`config.mk`:
```
export PLATFORM = sky130hd
export DESIGN_NAME = gtm_front
export DESIGN_NICKNAME = d
export VERILOG_FILES = /design/src/rtl/gtm_pkg.sv /design/src/rtl/gtm_front.sv
export SDC_FILE = /design/constraint.sdc
export NUM_CORES = 1
export LEC_CHECK = 0
export BUFFER_PORTS_ARGS = -buffer_cell sky130_fd_sc_hd__buf_2
export CORE_AREA = 5 5 200 202
export DETAILED_ROUTE_END_ITERATION = 10
export DIE_AREA = 0 0 205 207
export SLEW_MARGIN = 10
export SYNTH_ARGS = -nofsm -noshare
export SYNTH_HDL_FRONTEND = slang
export SYNTH_SLANG_ARGS = --single-unit
```
`constraint.sdc`:
```
create_clock -name vclk -period 0.9
set_input_delay 0.135 -clock vclk [all_inputs]
set_output_delay 0.135 -clock vclk [all_outputs]
set_load 0.02 [all_outputs]
```
`src/rtl/gtm_pkg.sv`:
```
package gtm_pkg;

   localparam int unsigned OPND_W = 32;
   localparam int unsigned ACC_W = 64;
   localparam int unsigned TILE_ELEMS = 4;
   localparam int unsigned REQ_DATA_W = 8 * OPND_W;
   localparam int unsigned RSP_DATA_W = TILE_ELEMS * OPND_W;
   localparam int unsigned MASK_W = 4;
   localparam int unsigned DEF_QUEUE_DEPTH = 4;

   // one outer-product step after the operand roles are settled
   typedef struct packed {
      logic                               last;
      logic [TILE_ELEMS-1:0][OPND_W-1:0]  old_c;   // column-major c00 c10 c01 c11
      logic signed [OPND_W-1:0]           y1;
      logic signed [OPND_W-1:0]           y0;
      logic signed [OPND_W-1:0]           x1;
      logic signed [OPND_W-1:0]           x0;
   } step_type;

endpackage

```
`src/rtl/gtm_front.sv`:
```
module gtm_front (
   input  logic                                req_tvalid,
   output logic                                req_tready,
   // a_first, a_second, b_first, b_second, old_c00, old_c10, old_c01, old_c11
   input  logic [gtm_pkg::REQ_DATA_W-1:0]      req_tdata,
   input  logic                                req_tlast,
   input  logic                                swap_operands,
   input  logic                                queue_ready,
   output logic                                push,
   output gtm_pkg::step_type                   step
);

   localparam int unsigned W = gtm_pkg::OPND_W;

   logic [W-1:0] a_first, a_second, b_first, b_second;

   assign a_first  = req_tdata[0*W +: W];
   assign a_second = req_tdata[1*W +: W];
   assign b_first  = req_tdata[2*W +: W];
   assign b_second = req_tdata[3*W +: W];

   assign req_tready = queue_ready;
   assign push = req_tvalid && queue_ready;

   always_comb begin
      // row-major C: B supplies the column vector, A the row vector
      if (swap_operands) begin
         step.x0 = b_first;
         step.x1 = b_second;
         step.y0 = a_first;
         step.y1 = a_second;
      end else begin
         step.x0 = a_first;
         step.x1 = a_second;
         step.y0 = b_first;
         step.y1 = b_second;
      end
      for (int k = 0; k < gtm_pkg::TILE_ELEMS; k++) begin
         step.old_c[k] = req_tdata[(4 + k)*W +: W];
      end
      step.last = req_tlast;
   end

endmodule

```
==> flow_metrics.env <==
export IMPL_status="finished, violations left"
export IMPL_violations="negative setup slack"
export IMPL_crit_type="in2out"
export IMPL_critPathMaxStageDelay_ns=0.30
export IMPL_grt_pass1_vias=2628
export IMPL_cp_required_ns=0.76
export IMPL_synth_yosys_seq_area_share=0
export IMPL_antenna_found_initial=2
export IMPL_row_count=72
export IMPL_ios=519
export IMPL_num_vias=2573
export IMPL_leakagePower_nw=2.45
export IMPL_critPathLaunchType="input port"
export IMPL_drt_wirelength_per_cell_microns=14.1
export IMPL_ys_types=5
export IMPL_start_util=0.0683
export IMPL_drt_total_wl_microns=13200
export IMPL_max_freq_mhz=821
export IMPL_slowest_stage="mux2_4"
export IMPL_fin_crit_ns=1.22
export IMPL_die_w_microns=205
export IMPL_irDropWorstVdd_mv=0.180
export IMPL_nets=681
export IMPL_rsz0062_at_grt="true"
export IMPL_syn_to_final_growth_pct=91.9
export IMPL_vias_per_cell=2.74
export IMPL_yosysWarnings=0
export IMPL_finalPower_w=0.00315
export IMPL_crit_family="buffers and inverters"
export IMPL_seq_area_sq_um=0
export IMPL_seq_cell_count=0
export IMPL_worstPathArrival_ns=1.08
export IMPL_drt_iter0_markers=50
export IMPL_hold_violations=0
export IMPL_critPathBufInv=5
export IMPL_worstMarginPinSlew_ns=0.137
export IMPL_core_sq_um=38100
export IMPL_syn_num_nets=533
export IMPL_grt_usage=0.0509
export IMPL_dieArea_sq_um=42400
export IMPL_crit_top_cell="buf_6"
export IMPL_grt_max_degree=17
export IMPL_avgSynthCellArea_sq_um=9.53
export IMPL_layout_cells_non_filler=939
export IMPL_worstSetupEndpointType="output port"
export IMPL_critPathMaxFanout=7
export IMPL_hpwl_microns=9960
export IMPL_crit_chain="buf_16, buf_12, buf_6, buf_6, mux2_4, buf_6"
export IMPL_worst_slack_ns=-0.318
export IMPL_setup_violations=127
export IMPL_slew_headroom=0.909
export IMPL_synth_area_sq_um=2600
export IMPL_hold_class="in2out"
export IMPL_maxCapViolCount=0
export IMPL_port_buffers=261
export IMPL_drive_gt1_frac=0.998
export IMPL_clock_buffers=0
export IMPL_synth_cells=273
export IMPL_powerDensity_nw_per_um2=631
export IMPL_first_pass_iters=4
export IMPL_drc=0
export IMPL_grt_first_pass_wirelength_microns=16700
export IMPL_period_share=1.35
export IMPL_dp_cells=922
export IMPL_finalWeightedCongestion=0.644
export IMPL_final_antenna_net_count=0
export IMPL_cts_hold_buf=0
export IMPL_fin_util=0.131
export IMPL_maxSlewViolCount=0
export IMPL_grt_overflow=0
export IMPL_die_y_microns=207
placed cells by master (no fill, tap or decap), drive strengths merged:
cell	count
clkbuf	5
and2	1
mux2	128
buf	285
diode	2
Yosys cell counts, drive strengths merged:
library cell / count / share of area
buf: 136 / 0.40
mux2: 128 / 0.55
clkbuf: 8 / 0.042
and2: 1 / 0.0024
layout make-up:
cell class	instances	area [sq um]
Fill cell	4312	33100
Antenna cell	2	5.00
Timing Repair Buffer	290	2520
Multi-Input combinational cell	129	1820
Tap cell	518	648
where the power goes:
group | switching [W] | leakage [nW] | total [W] | internal [W]
clock network | 0 | 0.0000127 | 0.000000000300 | 0.000000000300
logic | 0.00138 | 2.45 | 0.00315 | 0.00177
registers | 0 | 0 | 0 | 0
through the flow:
stage | instance area, sq um | worst slack (ns) | hold slack [ns] | TNS, ns
after floorplan | 2730 | -0.0408 | 0.383 | -3.61
after global placement | 3710 | -0.373 | 0.270 | -38.36
after detailed placement | 3710 | -0.390 | 0.270 | -40.01
after CTS | 4420 | -0.324 | 0.270 | -35.17
after global routing | 4990 | -0.342 | 0.270 | -36.39
final | 4990 | -0.318 | 0.270 | -32.37
timing repair:
action / CTS / global route
setup buffers: 5 / 0
gates cloned: 5 / 5
endpoints found under the setup margin: 127 / 128
gates resized for setup: 158 / 134
cells by family (layout without fill, tap and decap cells):
group                  after synthesis  after routing  synth area share
buffers and inverters              144            290             0.443
multiplexers                       128            128             0.554
AND/OR/NAND/NOR                      1              1           0.00241
other                                0              2                 0
layer usage:
layer,wire length (microns),up-vias,GRT usage
li1,-,1106,-
met1,3850,1155,0.0430
met2,7020,242,0.0960
met3,1630,70,0.0214
met4,724,0,0.0326
met5,0,-,0
path summary, 6_finish.rpt:
kind	startpoint	end	slack (ns)	cells after the start
min	req_tdata[131]	step[131]	0.27	0
max	swap_operands	step[0]	-0.32	6
Note: power is estimated with default switching activity, not from simulation.
