<file path="src/rtl/gtm_pkg.sv">
package gtm_pkg;

   localparam int unsigned OPND_W = 32;
   localparam int unsigned ACC_W = 64;
   localparam int unsigned TILE_ELEMS = 4;
   localparam int unsigned REQ_DATA_W = 8 * OPND_W;
   localparam int unsigned RSP_DATA_W = TILE_ELEMS * OPND_W;
   localparam int unsigned MASK_W = 4;
   localparam int unsigned DEF_QUEUE_DEPTH = 4;

   // one outer-product step after the operand roles are settled
   typedef struct packed {
      logic                               last;
      logic [TILE_ELEMS-1:0][OPND_W-1:0]  old_c;   // column-major c00 c10 c01 c11
      logic signed [OPND_W-1:0]           y1;
      logic signed [OPND_W-1:0]           y0;
      logic signed [OPND_W-1:0]           x1;
      logic signed [OPND_W-1:0]           x0;
   } step_type;

endpackage

</file>
<file path="src/rtl/gtm_queue.sv">
module gtm_queue #(
   parameter int unsigned DEPTH = gtm_pkg::DEF_QUEUE_DEPTH
) (
   input  logic               clock,
   input  logic               reset,
   input  logic               push,
   input  gtm_pkg::step_type  push_data,
   output logic               not_full,
   output logic               not_empty,
   input  logic               pop,
   output gtm_pkg::step_type  pop_data
);

   localparam int unsigned PTR_W = (DEPTH > 1) ? $clog2(DEPTH) : 1;
   localparam int unsigned CNT_W = $clog2(DEPTH + 1);
   localparam logic [PTR_W-1:0] LAST_PTR = PTR_W'(DEPTH - 1);
   localparam logic [CNT_W-1:0] FULL_CNT = CNT_W'(DEPTH);

   gtm_pkg::step_type mem_ff [DEPTH];
   logic [PTR_W-1:0] wr_ptr_ff, wr_ptr_in;
   logic [PTR_W-1:0] rd_ptr_ff, rd_ptr_in;
   logic [CNT_W-1:0] count_ff, count_in;

   assign not_full = (count_ff != FULL_CNT);
   assign not_empty = (count_ff != '0);
   assign pop_data = mem_ff[rd_ptr_ff];

   always_comb begin
      wr_ptr_in = wr_ptr_ff;
      rd_ptr_in = rd_ptr_ff;
      count_in = count_ff;
      if (push) begin
         wr_ptr_in = (wr_ptr_ff == LAST_PTR) ? '0 : wr_ptr_ff + 1'b1;
      end
      if (pop) begin
         rd_ptr_in = (rd_ptr_ff == LAST_PTR) ? '0 : rd_ptr_ff + 1'b1;
      end
      if (push && !pop) begin
         count_in = count_ff + 1'b1;
      end else if (pop && !push) begin
         count_in = count_ff - 1'b1;
      end
   end

   always_ff @(posedge clock) begin
      if (reset) begin
         wr_ptr_ff <= '0;
         rd_ptr_ff <= '0;
         count_ff <= '0;
      end else begin
         wr_ptr_ff <= wr_ptr_in;
         rd_ptr_ff <= rd_ptr_in;
         count_ff <= count_in;
      end
   end

   always_ff @(posedge clock) begin
      if (push) begin
         mem_ff[wr_ptr_ff] <= push_data;
      end
   end

   assert property (@(posedge clock) disable iff (reset) count_ff <= FULL_CNT)
      else $error("queue count beyond depth");

   assert property (@(posedge clock) disable iff (reset)
      push && !pop |=> count_ff == $past(count_ff) + 1'b1)
      else $error("queue count missed a push");

   assert property (@(posedge clock) disable iff (reset) pop |-> not_empty)
      else $error("queue popped while empty");

   assert property (@(posedge clock) disable iff (reset) push |-> not_full)
      else $error("queue pushed while full");

endmodule

</file>
<file path="config.mk">
export PLATFORM = sky130hd
export DESIGN_NAME = gtm_queue
export DESIGN_NICKNAME = d
export VERILOG_FILES = /design/src/rtl/gtm_pkg.sv /design/src/rtl/gtm_queue.sv
export SDC_FILE = /design/constraint.sdc
export NUM_CORES = 1
export LEC_CHECK = 0
export BUFFER_PORTS_ARGS = -buffer_cell sky130_fd_sc_hd__buf_2
export CAP_MARGIN = 10
export CORE_UTILIZATION = 59
export CTS_BUF_LIST = sky130_fd_sc_hd__clkbuf_8
export DETAILED_ROUTE_END_ITERATION = 16
export GPL_ROUTABILITY_DRIVEN = 0
export GPL_TIMING_DRIVEN = 0
export PLACE_DENSITY = 0.88
export RECOVER_POWER = 50
export SYNTH_ARGS = -nofsm -noshare
export SYNTH_HDL_FRONTEND = slang
export SYNTH_SLANG_ARGS = --single-unit
</file>
<file path="constraint.sdc">
create_clock -name clock -period 12.4 [get_ports clock]
set_clock_uncertainty 0.2 [all_clocks]
set_input_delay 3.1 -clock clock [delete_from_list [all_inputs] [get_ports clock]]
set_output_delay 3.1 -clock clock [all_outputs]
set_load 0.05 [all_outputs]
</file>
==> impl_results.md, run 1 <==
* Outcome: complete, but fails checks
* Failing checks: max-capacitance violations, max-slew violations
* Crit-path most repeated cell: buf_2
* Die area at 65000 um2
* Drt wl/cell at 27.8 um
* Syn avg cell area at 27.2 um2
* M1 WL at 28.0 mm
* Post-route DRC at 0
* Met3 routed WL at 9.31 mm
* Total global-route track usage at 26.2%
* Fin util at 70.6%
* Worst EP arrival at 3.22 ns
* Yosys reg bits at 1037
* Initial antenna violation count at 22
* Post-route antenna net violation count at 0
* Area growth from synthesis to layout at 18.1%
* Final min period at 6.52 ns
* Num CTS Buffers at 160
* Leading cell type in the layout, fill and taps excluded: edfxtp_1
* RSZ-0062 raised after global routing: no
* Post-Place Cells at 2769
* Largest net degree at the start of global routing at 62
* Yosys warnings at 0
* CP startpoint kind: register
* Clock Tree Buf Depth at 3
* Clock Latency Late Sink at 0.79 ns
* Fill cells at 3519
* Worst vdd ir at 0.174 mV
* CP Class: register to output port
* Cts hold-fix bufs at 0
* First-pass GRT wire length at 121 mm
* Synthesized cell area at 37800 um2
* CP peak stage delay at 0.79 ns
* Vias at 18300
* Final Hold Viols at 0
* Leak pwr at 14.7 nW
* Core footprint at 63200 um2
* Die width at 255 um
* Max Clock Freq at 153 MHz
* Post-CTS Setup Bufs at 0
* Final WL at 85.4 mm
* Net count after synthesis at 1656
* Finished Layout Cells at 3075
* Critical Path RT at 9.10 ns
* Power density cells at 175 nW/um2
* Congestion Overflow GR at 0
* Worst-path clk slew at 0.07 ns
* Clk sinks at 1037
* Standard-cell rows at 92
* Met2 WL at 44.8 mm
* Final Max Tran Viols at 138
* Critical Path, Cell by Cell: buf_2, clkbuf_1, buf_2, mux4_2, buf_2
* Post-cts gate resize count at 0
* Critical Path Slowest Stage Cell: clkbuf_1
* Detailed placement HPWL at 53.9 mm
* Dpl ws at 6.61 ns
* Synth cell types at 20
* Via density at 5.94
* Slew headroom at -120%
* Most frequent cells in the layout: 1028 x edfxtp_1, 285 x buf_2, 263 x clkbuf_1
* Worst setup margin at 5.88 ns
* CTS tree: built
* Critical path fanouts, max at 11
* Vias in the first global route at 19200
* Post-Synthesis Cells at 1388
* IO buf count at 519
* Final hold slack at 0.377 ns
* Footprint of the multi-input gates at 6030 um2
* Detailed Routing Iterations Pass 1 at 5
* Sequential area share after synthesis at 82.2%
* Crit end category: output port
* Number of setup violations in the final report at 0
* Nets at 2353
* Max Used Layer: met5
* HP Class: register to register
* Register area at 31000 um2
* Die height at 255 um
* Root buf cell: clkbuf_8
* Slew @ Worst Pin at 3.30 ns
* Final critical-path share of the clock period at 52.6%
* Share of post-route cells with drive strength above 1 at 35.3%
* H-tree depth at 4
* 1st-iter DRT viols at 1717
* Initial core utilization at 59.7%
* Max cap viols at 4
* # IOs at 520
==> critical path: cells and delay by family (launching register included) <==
family,cells,cell delay [ns]
buffers and inverters,4,1.67
muxes,1,0.43
DFF,1,0.31
==> power by group <==
part           internal, mW  switching [mW]
combinational         0.300           0.743
sequential             4.02          0.0433
clock                  1.41            1.28
==> final cells by class <==
class	instances	area share, %
Sequential cell	1037	69.6
Clock buffer	165	5.09
Timing Repair Buffer	535	6.09
Tap cell	846	2.37
Buffer	58	1.46
Antenna cell	16	0.0898
Inverter	4	0.0337
Multi-Input combinational cell	289	13.5
Clock inverter	125	1.70
==> per-stage QoR <==
step / setup TNS [ns] / total power, mW / instance area [um2]
final: 0 / 7.79 / 44600
after global routing: 0 / 8.03 / 44600
after CTS: 0 / 7.86 / 44900
after detailed placement: 0 / 5.19 / 41900
after global placement: -1747.15 / 5.19 / 41400
after floorplan: 0 / 4.90 / 37800
==> cells in the mapped netlist <==
library cell	number	area (um2)
a21oi_1	2	10.0
fa_1	1	20.0
buf_6	5	56.3
mux4_2	257	5790
inv_1	4	15.0
or3_1	2	12.5
mux2i_1	4	40.0
nor2_1	8	30.0
nor3b_1	1	7.51
ha_1	6	75.1
dfxtp_1	9	180
and2_1	4	25.0
buf_4	2	15.0
clkbuf_1	4	15.0
nand2_1	1	3.75
buf_2	25	125
xor2_1	2	17.5
o21ai_0	1	5.00
buf_12	22	440
edfxtp_1	1028	30900
==> sequential cells by signal (all words and copies together) (netlist names), named ones only <==
register   cells
count_ff       3
mem_ff      1028
rd_ptr_ff      2
wr_ptr_ff      2
==> cell families after synthesis <==
logic type,share of synthesized area [%]
DFF,82.2
buffers and inverters,1.77
adders and majority gates,0.252
and+or+nand+nor,0.209
xor gates and xnor gates,0.0464
AOI/OAI and AO/OA,0.0398
muxes,15.4
==> worst paths after layout <==
path,start,endpoint,slack [ns],cells past startpoint
worst min register to register,count_ff[2],count_ff[2],0.38,2
worst max-delay path,register,pop_data[109],5.88,5
worst max register to register,wr_ptr_ff[0],mem_ff[0][69],8.08,5
worst min-delay path,count_ff[2],count_ff[2],0.38,2
==> per-layer routing <==
metal  vias to the layer above  global-route usage, %
met3                       221                   9.90
met2                      1024                   44.1
li1                       7526                      -
met5                         -                      0
met4                        22                   12.2
met1                      9458                   29.9
(Power assumes the default switching activity.)
==> inputs of run 2 (changes only) <==
- CORE_UTILIZATION: 59 -> 54
- PLACE_DENSITY: 0.88 -> 0.85
- clock period: 12.4 -> 5.3 ns (I/O delays scaled with it)
==> run 2 against run 1 <==
The flow still finishes with violations (max-capacitance violations, max-slew violations). Sequential cell count is the same. Design area about the same. Sequential share of layout area about the same. Power rose by 130%. Clock-buffer cell count fell by 3. Critical path type is now primary input to register. Critical endpoint is now mem_ff[3][195]. Highest routed layer unchanged.
==> impl_results.md, run 2 (synthesis results as in run 1) <==
* Final Hold Viols at 0 (unchanged)
* Initial core utilization at 54.9% (-4.9 points)
* H-tree depth at 4 (unchanged)
* Cell Area, Placed at 42000 um2 (+0.25%)
* Worst vdd ir at 0.360 mV (+110%)
* Final min period at 4.85 ns
* Post-route DRC at 0 (unchanged)
* Dpl ws at 1.24 ns (-5.37 ns)
* Clk sinks at 1037 (unchanged)
* Post-CTS Setup Bufs at 0 (unchanged)
* First-pass GRT wire length at 116 mm (-3.9%)
* Sw Ratio at 26.6% (+0.15 points)
* Critical path fanouts, max at 62 (+51)
* Hold path start: count_ff[2]
* Clock Latency Late Sink at 0.82 ns (+0.03 ns)
* Final WL at 79.9 mm (-6.4%)
* Critical Path Slowest Stage Cell: and2_0
* Drt wl/cell at 25.5 um (-8.2%)
* Most flops, register: mem_ff
* Power density cells at 405 nW/um2 (+130%)
* Num CTS Buffers at 157 (-1.9%)
* Setup crit start: push
* Detailed Routing Iterations Pass 1 at 5 (unchanged)
* Max cap viols at 4 (unchanged)
* Combinational Power Share at 13.4% (about the same)
* Initial antenna violation count at 15 (-32%)
* CP peak stage delay at 2.67 ns (+1.88 ns)
* Cts hold-fix bufs at 0 (unchanged)
* Die height at 266 um (+4.5%)
* Max Clock Freq at 206 MHz
* Critical Path RT at 5.52 ns (-3.58 ns)
* Critical Path, Cell by Cell: clkbuf_1, and2_0, buf_16, buf_16
* Share of post-route cells with drive strength above 1 at 35.7% (+0.41 points)
* Max reg flops at 1028 (unchanged)
* Vias in the first global route at 18900 (-2.1%)
* Clock share of power at 33.9% (-0.5 points)
* Number of setup violations in the final report at 0 (unchanged)
* Sw power at 4.80 mW (+130%)
* Die width at 266 um (+4.5%)
* Final critical-path share of the clock period at 91.5%
* Detailed placement HPWL at 51.7 mm (-4.2%)
* CTS tree: built
* Part of the power in registers at 52.7% (+0.5 points)
* Crit-path most repeated cell: buf_16
* Fill cells at 4320 (+23%)
* Final Max Tran Viols at 171 (+24%)
* Failing checks: max-capacitance violations, max-slew violations
* CP startpoint kind: primary input
* Largest net degree at the start of global routing at 63 (+1.6%)
* Slew headroom at -142% (-23 points)
* Slew @ Worst Pin at 3.64 ns (+0.341 ns)
* Footprint of the multi-input gates at 6030 um2 (unchanged)
* Outcome: complete, but fails checks
* Congestion Overflow GR at 0 (unchanged)
* # IOs at 520 (unchanged)
* Via density at 5.65 (-4.7%)
* Design area at 44600 um2 (about the same)
* Worst-path clk slew at 0.06 ns (about the same)
* Leak pwr at 14.6 nW (-0.44%)
* CP Class: primary input to register
* Most frequent cells in the layout: 1028 x edfxtp_1, 285 x buf_2, 263 x clkbuf_1
* Leading cell type in the layout, fill and taps excluded: edfxtp_1
* HP Class: register to register
* IO buf count at 519 (unchanged)
* Flop2flop setup slack at 0.70 ns (-7.38 ns)
* Worst EP arrival at 5.06 ns (+1.84 ns)
* Power Internal at 13.2 mW (+130%)
* Post-cts gate resize count at 0 (unchanged)
* 1st-iter DRT viols at 1479 (-14%)
* Vias at 17700 (-2.9%)
* Area growth from synthesis to layout at 18.1% (about the same)
* Register area at 31000 um2 (unchanged)
* Nets at 2350 (-0.13%)
* Core footprint at 68800 um2 (+8.9%)
* Standard-cell rows at 96 (+4.3%)
* Die area at 71000 um2 (+9.2%)
* Worst setup margin at 0.453 ns (-5.43 ns)
* Root buf cell: clkbuf_8
* Crit end category: register
* RSZ-0062 raised after global routing: no
* Total global-route track usage at 22.6% (-3.6 points)
* Biggest regs: mem_ff x1028, count_ff x3
* Critical R2R Launch: wr_ptr_ff[0]
* Clock Tree Buf Depth at 3 (unchanged)
* Post-route antenna net violation count at 0 (unchanged)
run 2: power by group through the flow:
stage | logic [mW] | clock network, mW | registers, mW
after floorplan | 1.73 | 0 | 9.67
after global placement | 2.35 | 0 | 9.71
after detailed placement | 2.45 | 0 | 9.67
after CTS | 2.46 | 6.27 | 9.50
after global routing | 2.52 | 6.58 | 9.53
final | 2.42 | 6.13 | 9.51
run 2: area by class of cell:
class / count / share of cell area [%]
antenna: 7 / 0.0393
multi-input combinational: 289 / 13.5
clock inverter: 111 / 1.58
clock buffer: 162 / 5.00
inverter: 4 / 0.0337
buffer: 58 / 1.46
sequential: 1037 / 69.6
timing repair buffer: 535 / 6.09
tap: 931 / 2.61
run 2: path summary, 6_finish.rpt:
| kind | endpoint | depth (start not counted) |
|---|---|---|
| setup / recovery | mem_ff[3][195] | 4 |
| setup reg to reg | mem_ff[3][195] | 4 |
| hold / removal | count_ff[2] | 2 |
| hold reg to reg | count_ff[2] | 2 |
run 2: metal layers:
metal	up-vias	GRT usage (%)	part of all wire [%]
met5	-	0	0.19
met4	22	8.28	2.7
met3	181	8.40	11
met2	866	39.0	52
met1	9179	25.8	34
li1	7472	-	-
run 2: worst max-delay path: cells and delay by family:
family	cells	cell delay, ns
buffers and inverters	3	0.94
AND/OR/NAND/NOR	1	2.67
run 2: metrics by stage:
stage | hold slack (ns) | std cells | TNS, ns | util, % | total power [mW]
floorplan | 0.260 | 1388 | 0 | - | 11.4
global placement | 0.291 | 2838 | -2244.83 | 60.3 | 12.1
detailed placement | 0.305 | 2854 | 0 | 61.0 | 12.1
CTS | 0.313 | 3127 | 0 | 65.2 | 18.2
global route | 0.337 | 3129 | 0 | 64.8 | 18.6
finish | 0.322 | 3134 | 0 | 64.8 | 18.0
